### config.mk
export PLATFORM = sky130hd
export DESIGN_NAME = lfu_block_buffer_replacement_core
export DESIGN_NICKNAME = d
export VERILOG_FILES = /design/src/lfubb_pkg.sv /design/src/lfu_block_buffer_replacement_core.sv
export SDC_FILE = /design/constraint.sdc
export NUM_CORES = 1
export LEC_CHECK = 0
export BUFFER_PORTS_ARGS = -buffer_cell sky130_fd_sc_hd__buf_4
export CAP_MARGIN = 40
export CORE_MARGIN = 4
export CORE_UTILIZATION = 40
export DETAILED_ROUTE_END_ITERATION = 8
export GPL_TIMING_DRIVEN = 0
export PLACE_DENSITY = 0.6
export SETUP_SLACK_MARGIN = 0.05
export SYNTH_ARGS = -nofsm -noshare
export SYNTH_HDL_FRONTEND = slang
export SYNTH_SLANG_ARGS = --single-unit
### constraint.sdc
create_clock -name clock -period 5.3 [get_ports clock]
set_clock_uncertainty 0.05 [all_clocks]
set_input_delay 1.325 -clock clock [delete_from_list [all_inputs] [get_ports clock]]
set_output_delay 1.325 -clock clock [all_outputs]
set_load 0.1 [all_outputs]
### src/lfubb_pkg.sv
package lfubb_pkg;

   localparam int ADDR_W = 32;
   localparam int CMD_W  = 2;
   localparam int SLOT_W = 3;
   localparam int CSR_W  = 4;

   // Access commands.
   localparam logic [CMD_W-1:0] CMD_GET   = 2'd0;
   localparam logic [CMD_W-1:0] CMD_READ  = 2'd1;
   localparam logic [CMD_W-1:0] CMD_DIRTY = 2'd2;
   localparam logic [CMD_W-1:0] CMD_NONE  = 2'd3;

   localparam logic [CSR_W-1:0] LINES_IN_USE_RESET = 4'd8;

   typedef struct packed {
      logic              hit;
      logic [SLOT_W-1:0] slot;
      logic              need_fetch;
      logic              evict_valid;
      logic [ADDR_W-1:0] evict_addr;
      logic              evict_dirty;
      logic              not_resident_error;
   } rsp_type;

endpackage

### src/lfu_block_buffer_replacement_core.sv
// Fully associative block buffer with least-frequently-used replacement.
// Each request beat (req_cmd, req_block_addr) names a block and a command:
// get, read (fetch on a miss) or mark dirty; command 3 does nothing.
// Exactly one response beat follows each request: hit, slot, need_fetch,
// the evicted block (address and dirty flag) and a not-resident error.
// csr_wr_en/csr_wr_data set the number of usable lines; write it only
// while the block is idle. Zero acts as one, values above LINES as LINES.
// Requests are taken one at a time: req_stall is high from the accept
// until the response is loaded. The line store has one read and one write
// port and is walked one line per cycle. Except for command 3, a tag scan
// is followed by a decision step; hits and evictions then walk the lines
// once more to age the touch order, and a last step loads the response.
// Synchronous reset empties the buffer, drops any pending response beat
// and restores the line limit to 8; the memory is not cleared, since the
// valid bits guard every use. A stalled response holds its beat; the block
// finishes its work and waits with its next result until the beat leaves.
module lfu_block_buffer_replacement_core #(
   parameter int LINES      = 8,
   parameter int COUNT_BITS = 16
) (
   input  logic                             clock,
   input  logic                             reset,
   input  logic                             req_valid,
   output logic                             req_stall,
   input  logic [lfubb_pkg::CMD_W-1:0]      req_cmd,
   input  logic [lfubb_pkg::ADDR_W-1:0]     req_block_addr,
   output logic                             rsp_valid,
   input  logic                             rsp_stall,
   output logic                             rsp_hit,
   output logic [lfubb_pkg::SLOT_W-1:0]     rsp_slot,
   output logic                             rsp_need_fetch,
   output logic                             rsp_evict_valid,
   output logic [lfubb_pkg::ADDR_W-1:0]     rsp_evict_addr,
   output logic                             rsp_evict_dirty,
   output logic                             rsp_not_resident_error,
   input  logic                             csr_wr_en,
   input  logic [lfubb_pkg::CSR_W-1:0]      csr_wr_data
);

   localparam int IDX_W  = $clog2(LINES);
   localparam int CNT_W  = $clog2(LINES + 1);
   localparam int RANK_W = IDX_W;

   // Sequencer states.
   localparam logic [2:0] S_IDLE   = 3'd0;
   localparam logic [2:0] S_SCAN   = 3'd1;
   localparam logic [2:0] S_DECIDE = 3'd2;
   localparam logic [2:0] S_SWEEP  = 3'd3;
   localparam logic [2:0] S_RESP   = 3'd4;

   // One memory word per line: tag, saturating use count, touch rank.
   typedef struct packed {
      logic [lfubb_pkg::ADDR_W-1:0] tag;
      logic [COUNT_BITS-1:0]        count;
      logic [RANK_W-1:0]            rank;
   } entry_type;

   entry_type line_mem [LINES];

   // Control state.
   logic [2:0]                   state_ff, state_in;
   logic                         rd_pend_ff, rd_pend_in;
   logic [LINES-1:0]             valid_ff, valid_in;
   logic [LINES-1:0]             dirty_ff, dirty_in;
   logic [CNT_W-1:0]             vcount_ff, vcount_in;
   logic [lfubb_pkg::CSR_W-1:0]  lines_in_use_ff, lines_in_use_in;
   logic                         rsp_valid_ff, rsp_valid_in;

   // Per-request working registers.
   logic [lfubb_pkg::CMD_W-1:0]  cmd_ff, cmd_in;
   logic [lfubb_pkg::ADDR_W-1:0] addr_ff, addr_in;
   logic [CNT_W-1:0]             cnt_ff, cnt_in;
   logic [IDX_W-1:0]             rd_idx_ff, rd_idx_in;
   entry_type                    rd_data_ff;
   logic                         found_ff, found_in;
   logic [IDX_W-1:0]             hit_idx_ff, hit_idx_in;
   logic [RANK_W-1:0]            hit_rank_ff, hit_rank_in;
   logic [COUNT_BITS-1:0]        hit_count_ff, hit_count_in;
   logic                         free_ff, free_in;
   logic [IDX_W-1:0]             free_idx_ff, free_idx_in;
   logic                         vic_ff, vic_in;
   logic [IDX_W-1:0]             vic_idx_ff, vic_idx_in;
   logic [COUNT_BITS-1:0]        vic_count_ff, vic_count_in;
   logic [RANK_W-1:0]            vic_rank_ff, vic_rank_in;
   logic [lfubb_pkg::ADDR_W-1:0] vic_tag_ff, vic_tag_in;
   logic [IDX_W-1:0]             tgt_idx_ff, tgt_idx_in;
   logic [RANK_W-1:0]            old_rank_ff, old_rank_in;
   entry_type                    new_ent_ff, new_ent_in;
   lfubb_pkg::rsp_type           res_ff, res_in;
   lfubb_pkg::rsp_type           rsp_ff, rsp_in;

   // Memory port controls.
   logic                         rd_en;
   logic [IDX_W-1:0]             rd_addr;
   logic                         mem_we;
   logic [IDX_W-1:0]             mem_wa;
   entry_type                    mem_wd;

   logic [7:0]                   limit;
   logic                         rd_last;

   function automatic logic [lfubb_pkg::SLOT_W-1:0] slot_of(input logic [IDX_W-1:0] idx);
      logic [IDX_W+lfubb_pkg::SLOT_W-1:0] wide;
      wide = {{lfubb_pkg::SLOT_W{1'b0}}, idx};
      return wide[lfubb_pkg::SLOT_W-1:0];
   endfunction

   // Effective line limit, clamped to 1..LINES.
   always_comb begin
      limit = {4'b0000, lines_in_use_ff};
      if (limit == 8'd0) begin
         limit = 8'd1;
      end else if (limit > 8'(LINES)) begin
         limit = 8'(LINES);
      end
   end

   assign rd_addr = cnt_ff[IDX_W-1:0];
   assign rd_last = (cnt_ff == CNT_W'(LINES)) && rd_pend_ff;

   always_comb begin
      entry_type d;
      entry_type aged;
      logic      v;

      state_in        = state_ff;
      rd_pend_in      = rd_pend_ff;
      valid_in        = valid_ff;
      dirty_in        = dirty_ff;
      vcount_in       = vcount_ff;
      lines_in_use_in = lines_in_use_ff;
      rsp_valid_in    = rsp_valid_ff;
      cmd_in          = cmd_ff;
      addr_in         = addr_ff;
      cnt_in          = cnt_ff;
      rd_idx_in       = rd_idx_ff;
      found_in        = found_ff;
      hit_idx_in      = hit_idx_ff;
      hit_rank_in     = hit_rank_ff;
      hit_count_in    = hit_count_ff;
      free_in         = free_ff;
      free_idx_in     = free_idx_ff;
      vic_in          = vic_ff;
      vic_idx_in      = vic_idx_ff;
      vic_count_in    = vic_count_ff;
      vic_rank_in     = vic_rank_ff;
      vic_tag_in      = vic_tag_ff;
      tgt_idx_in      = tgt_idx_ff;
      old_rank_in     = old_rank_ff;
      new_ent_in      = new_ent_ff;
      res_in          = res_ff;
      rsp_in          = rsp_ff;
      rd_en           = 1'b0;
      mem_we          = 1'b0;
      mem_wa          = rd_idx_ff;
      mem_wd          = new_ent_ff;

      d         = rd_data_ff;
      v         = valid_ff[rd_idx_ff];
      aged      = rd_data_ff;
      aged.rank = rd_data_ff.rank - RANK_W'(1);

      if (rsp_valid_ff && !rsp_stall) begin
         rsp_valid_in = 1'b0;
      end
      if (csr_wr_en) begin
         lines_in_use_in = csr_wr_data;
      end

      unique case (state_ff)
         S_IDLE: begin
            if (req_valid) begin
               cmd_in     = req_cmd;
               addr_in    = req_block_addr;
               cnt_in     = '0;
               rd_pend_in = 1'b0;
               found_in   = 1'b0;
               free_in    = 1'b0;
               vic_in     = 1'b0;
               res_in     = '0;
               state_in   = (req_cmd == lfubb_pkg::CMD_NONE) ? S_RESP : S_SCAN;
            end
         end

         S_SCAN: begin
            if (cnt_ff != CNT_W'(LINES)) begin
               rd_en      = 1'b1;
               rd_idx_in  = rd_addr;
               cnt_in     = cnt_ff + CNT_W'(1);
               rd_pend_in = 1'b1;
            end else begin
               rd_pend_in = 1'b0;
            end
            if (rd_pend_ff) begin
               if (v && d.tag == addr_ff && !found_ff) begin
                  found_in     = 1'b1;
                  hit_idx_in   = rd_idx_ff;
                  hit_rank_in  = d.rank;
                  hit_count_in = d.count;
               end
               if (!v && !free_ff) begin
                  free_in     = 1'b1;
                  free_idx_in = rd_idx_ff;
               end
               if (v && (!vic_ff || d.count < vic_count_ff ||
                         (d.count == vic_count_ff && d.rank < vic_rank_ff))) begin
                  vic_in       = 1'b1;
                  vic_idx_in   = rd_idx_ff;
                  vic_count_in = d.count;
                  vic_rank_in  = d.rank;
                  vic_tag_in   = d.tag;
               end
            end
            if (rd_last) begin
               state_in = S_DECIDE;
            end
         end

         S_DECIDE: begin
            cnt_in     = '0;
            rd_pend_in = 1'b0;
            priority if (cmd_ff == lfubb_pkg::CMD_DIRTY) begin
               if (found_ff) begin
                  dirty_in[hit_idx_ff] = 1'b1;
                  res_in.hit           = 1'b1;
                  res_in.slot          = slot_of(hit_idx_ff);
               end else begin
                  res_in.not_resident_error = 1'b1;
               end
               state_in = S_RESP;
            end else if (found_ff) begin
               tgt_idx_in       = hit_idx_ff;
               old_rank_in      = hit_rank_ff;
               new_ent_in.tag   = addr_ff;
               new_ent_in.count = (hit_count_ff == '1) ? hit_count_ff
                                                       : hit_count_ff + COUNT_BITS'(1);
               new_ent_in.rank  = RANK_W'(vcount_ff - CNT_W'(1));
               res_in.hit       = 1'b1;
               res_in.slot      = slot_of(hit_idx_ff);
               state_in         = S_SWEEP;
            end else if (8'(vcount_ff) >= limit) begin
               // Full: the victim's line is dropped and refilled in place.
               tgt_idx_in          = vic_idx_ff;
               old_rank_in         = vic_rank_ff;
               new_ent_in.tag      = addr_ff;
               new_ent_in.count    = COUNT_BITS'(1);
               new_ent_in.rank     = RANK_W'(vcount_ff - CNT_W'(1));
               dirty_in[vic_idx_ff] = 1'b0;
               res_in.slot         = slot_of(vic_idx_ff);
               res_in.need_fetch   = (cmd_ff == lfubb_pkg::CMD_READ);
               res_in.evict_valid  = 1'b1;
               res_in.evict_addr   = vic_tag_ff;
               res_in.evict_dirty  = dirty_ff[vic_idx_ff];
               state_in            = S_SWEEP;
            end else begin
               // Room left: fill the lowest free line as the newest one.
               mem_we                = 1'b1;
               mem_wa                = free_idx_ff;
               mem_wd.tag            = addr_ff;
               mem_wd.count          = COUNT_BITS'(1);
               mem_wd.rank           = RANK_W'(vcount_ff);
               valid_in[free_idx_ff] = 1'b1;
               dirty_in[free_idx_ff] = 1'b0;
               vcount_in             = vcount_ff + CNT_W'(1);
               res_in.slot           = slot_of(free_idx_ff);
               res_in.need_fetch     = (cmd_ff == lfubb_pkg::CMD_READ);
               state_in              = S_RESP;
            end
         end

         S_SWEEP: begin
            if (cnt_ff != CNT_W'(LINES)) begin
               rd_en      = 1'b1;
               rd_idx_in  = rd_addr;
               cnt_in     = cnt_ff + CNT_W'(1);
               rd_pend_in = 1'b1;
            end else begin
               rd_pend_in = 1'b0;
            end
            // Lines newer than the one that moved shift down one place.
            if (rd_pend_ff) begin
               if (rd_idx_ff == tgt_idx_ff) begin
                  mem_we = 1'b1;
                  mem_wd = new_ent_ff;
               end else if (v && d.rank > old_rank_ff) begin
                  mem_we = 1'b1;
                  mem_wd = aged;
               end
            end
            if (rd_last) begin
               state_in = S_RESP;
            end
         end

         S_RESP: begin
            if (!rsp_valid_ff || !rsp_stall) begin
               rsp_in       = res_ff;
               rsp_valid_in = 1'b1;
               state_in     = S_IDLE;
            end
         end

         default: begin
            state_in = S_IDLE;
         end
      endcase
   end

   always_ff @(posedge clock) begin
      if (reset) begin
         state_ff        <= S_IDLE;
         rd_pend_ff      <= 1'b0;
         valid_ff        <= '0;
         dirty_ff        <= '0;
         vcount_ff       <= '0;
         lines_in_use_ff <= lfubb_pkg::LINES_IN_USE_RESET;
         rsp_valid_ff    <= 1'b0;
      end else begin
         state_ff        <= state_in;
         rd_pend_ff      <= rd_pend_in;
         valid_ff        <= valid_in;
         dirty_ff        <= dirty_in;
         vcount_ff       <= vcount_in;
         lines_in_use_ff <= lines_in_use_in;
         rsp_valid_ff    <= rsp_valid_in;
      end
   end

   always_ff @(posedge clock) begin
      cmd_ff       <= cmd_in;
      addr_ff      <= addr_in;
      cnt_ff       <= cnt_in;
      rd_idx_ff    <= rd_idx_in;
      found_ff     <= found_in;
      hit_idx_ff   <= hit_idx_in;
      hit_rank_ff  <= hit_rank_in;
      hit_count_ff <= hit_count_in;
      free_ff      <= free_in;
      free_idx_ff  <= free_idx_in;
      vic_ff       <= vic_in;
      vic_idx_ff   <= vic_idx_in;
      vic_count_ff <= vic_count_in;
      vic_rank_ff  <= vic_rank_in;
      vic_tag_ff   <= vic_tag_in;
      tgt_idx_ff   <= tgt_idx_in;
      old_rank_ff  <= old_rank_in;
      new_ent_ff   <= new_ent_in;
      res_ff       <= res_in;
      rsp_ff       <= rsp_in;
   end

   // Line store: one read and one write port, registered read data.
   always_ff @(posedge clock) begin
      if (rd_en) begin
         rd_data_ff <= line_mem[rd_addr];
      end
      if (mem_we) begin
         line_mem[mem_wa] <= mem_wd;
      end
   end

   assign req_stall              = (state_ff != S_IDLE);
   assign rsp_valid              = rsp_valid_ff;
   assign rsp_hit                = rsp_ff.hit;
   assign rsp_slot               = rsp_ff.slot;
   assign rsp_need_fetch         = rsp_ff.need_fetch;
   assign rsp_evict_valid        = rsp_ff.evict_valid;
   assign rsp_evict_addr         = rsp_ff.evict_addr;
   assign rsp_evict_dirty        = rsp_ff.evict_dirty;
   assign rsp_not_resident_error = rsp_ff.not_resident_error;

endmodule

==> impl_metrics.tcl <==
set metrics [dict create \
    status "finished, final reports clean" \
    area_delta_synth_final_pct 18.4 \
    max_clock_freq_mhz 244 \
    gp_congestion 0.815 \
    ir_drop_uv 244 \
    grt_pass1_vias 15700 \
    syn_inst 1597 \
    synth_edf_count 719 \
    routedWlPerCell_um 25.1 \
    grt_pass1_wl_mm 105 \
    synth_async_sr_flop_share_pct 0 \
    worstSetupEndpointType "flip-flop" \
    rows 98 \
    ys_types 66 \
    cts_setup_buffers 0 \
    r2r_slack_ns 1.21 \
    placed_cell_area_um2 31900 \
    finalCritPeriodShare_pct 77.2 \
    holdBufCountCts 0 \
    cp_max_fo 20 \
    fillers 5887 \
    die-height_um 278 \
    cts_buffers 79 \
    setup_ws_ns 1.21 \
    syn-cell-area_um2 29200 \
    fin_nets 1879 \
    clk_root_buffer_cell "clkbuf_16" \
    drt_iter0_drc 1550 \
    use_met2_pct 30.4 \
    hold_class "flip-flop to flip-flop" \
    detailedPlace.worstSlack_ns 1.23 \
    slew_viol_final 0 \
    multi_input_comb_area_um2 6650 \
    drive_gt1_share_pct 24.4 \
    met1_usage_pct 25.1 \
    cap_violations 0 \
    cts_buffer_depth 3 \
    placed_cells 2672 \
    final_cells 2818 \
    critPathLaunchType "flip-flop" \
    setup_viol 0 \
    antenna_cells 0 \
    min_period_ns 4.09 \
    core_um2 72000 \
    routed_wirelength_mm 70.6 \
    clkLatencyLatePin_ns 0.62 \
    synth_seq_cells 748 \
    grt_busiest_layer "met2" \
    synth_area_per_cell_um2 18.3 \
    ant_nets 0 \
    grt_max_degree 33 \
    dieArea_um2 77400 \
    dpl.hpwl_mm 47.1 \
    clk_pin_slew_ns 0.06 \
    clock-sinks 748 \
    vias 15300 \
    drt_pass1_iterations 5 \
    seq_area_um2 22200 \
    max-slew-margin-rel_pct 36.1 \
    arrival_ns 4.35 \
    fin_area_um2 34600 \
    ctsHtreeMaxLevel 3 \
    final-hold-violation-count 0 \
    antenna_found_initial 0 \
    globalRouteMet3Util_pct 3.45 \
    power_density_nw_per_um2 399 \
    synth_nets 1672 \
    cts_tree "done" \
    gr-total-overflow 0 \
    ys.flop_type "edfxtp_1" \
    synth_seq_area_share_pct 75.9 \
    crit_required_ns 5.56 \
    ys_warn_count 0 \
    vias_per_cell 5.42 \
    start_util_pct 40.6 \
    ios 85 \
    drc_errors 0 \
    worst-setup-path-type "flip-flop to flip-flop" \
    die_w_um 278 \
    leakagePower_uw 0.0114 \
    grt_usage_pct 18.2 \
    worst_pin_slew_ns 0.958 \
    port_buffers 82 \
    grt_setup_unrepaired "false" \
    cts_resized 0 \
]
synth_stat cells, types with 4 or more instances:
cell / number / area, um2
nand2_1: 99 / 372
a21oi_1: 30 / 150
xnor2_1: 23 / 201
o21a_1: 4 / 30.0
buf_1: 7 / 26.3
buf_2: 16 / 80.1
a22oi_1: 35 / 263
edfxtp_1: 719 / 21600
nor2_1: 64 / 240
and3_1: 5 / 31.3
buf_4: 5 / 37.5
clkbuf_1: 43 / 161
dfxtp_1: 29 / 581
and2_1: 34 / 213
or2_1: 4 / 25.0
inv_1: 36 / 135
nand3_1: 22 / 110
mux2_2: 55 / 619
o21ai_1: 51 / 255
mux2i_1: 16 / 160
xor2_1: 29 / 254
mux4_2: 104 / 2340
nor2b_1: 9 / 56.3
nor3_1: 16 / 80.1
nand4_1: 15 / 93.8
o21ai_0: 13 / 65.1
nor3b_1: 6 / 45.0
a21o_1: 6 / 45.0
nor4_1: 7 / 43.8
ha_1: 32 / 400
a31oi_1: 9 / 56.3
final timing paths:
kind	startpoint	end	cells past startpoint
worst min-delay path	res_ff[2]$_SDFFCE_PN0P_	rsp_evict_addr[0]$_DFFE_PP_	0
worst max register to register	vcount_ff[0]$_SDFFE_PP0P_	line_mem[6][26]$_DFFE_PP_	12
worst max-delay path	vcount_ff[0]$_SDFFE_PP0P_	line_mem[6][26]$_DFFE_PP_	12
worst min register to register	res_ff[2]$_SDFFCE_PN0P_	rsp_evict_addr[0]$_DFFE_PP_	0
placed cells by master (no fill, tap or decap), drive strengths merged, types with 40 or more instances in the layout:
cell type and count:
clkbuf 130, nor2 66, o21ai 65, nand2 99, inv 40, mux4 104
edfxtp 719, clkinv 40, mux2 55, buf 157
sequential cells by signal, indices dropped and copies added, names as in the netlist, 4 cells and up:
register and cells:
addr_ff 32, cnt_ff 4, dirty_ff 8, hit_count_ff 16
line_mem 408, lines_in_use_ff 4, new_ent_ff 51, rd_data_ff 51
res_ff 40, rsp_evict_addr 32, valid_ff 8, vcount_ff 4
vic_count_ff 16, vic_tag_ff 32
stage by stage:
step | power [uW] | setup TNS, ns | hold WS, ns | util, %
3_5_place_dp | 8280 | 0 | 0.356 | 44.3
6_report | 13800 | 0 | 0.365 | 48.0
2_1_floorplan | 7780 | 0 | 0.350 | -
3_3_place_gp | 8210 | -1154.53 | 0.359 | 43.1
4_1_cts | 13900 | 0 | 0.366 | 48.0
5_1_grt | 14200 | 0 | 0.372 | 48.0
kinds of logic after synthesis:
group | count (synthesis) | share of synthesized area [%]
AOI/OAI and AO/OA | 175 | 3.77
adders and majority gates | 32 | 1.37
xor gates and xnor gates | 52 | 1.56
buffers and inverters | 114 | 1.67
and+or+nand+nor | 301 | 5.06
DFF | 748 | 75.9
muxes | 175 | 10.7
layer usage:
layer | routed length (um) | vias up | part of all wire (%)
met5 | 0 | - | 0
li1 | - | 6717 | -
met4 | 1350 | 0 | 1.9
met2 | 34700 | 549 | 49
met3 | 4630 | 99 | 6.6
met1 | 30000 | 7908 | 42
report_power, final:
group          internal (uW)  leakage, uW  total [uW]  switching, uW
Sequential              6720      0.00679        6850            133
Clock                   3350      0.00129        5640           2300
Combinational            555      0.00332        1290            732
critical path, stage by stage (launching register included):
cell,delay (ns)
dfxtp_1,0.46
inv_1,0.15
ha_1,0.31
nor3b_1,0.32
o21a_1,0.18
buf_2,0.23
nand3_2,0.24
nor2_1,0.34
a31oi_1,0.14
buf_2,0.21
nor2_4,0.61
buf_12,0.26
buf_12,0.23
final cells by class:
class                   instances  area share, %
flip-flops and latches        748           64.1
multi-input cells             735           19.2
clock buffers                  87           5.96
repair buffers                126           4.11
well taps                     950           3.44
clock inverters                58           1.73
plain buffers                  74          0.980
inverters                      40          0.441
(Power assumes the default switching activity.)
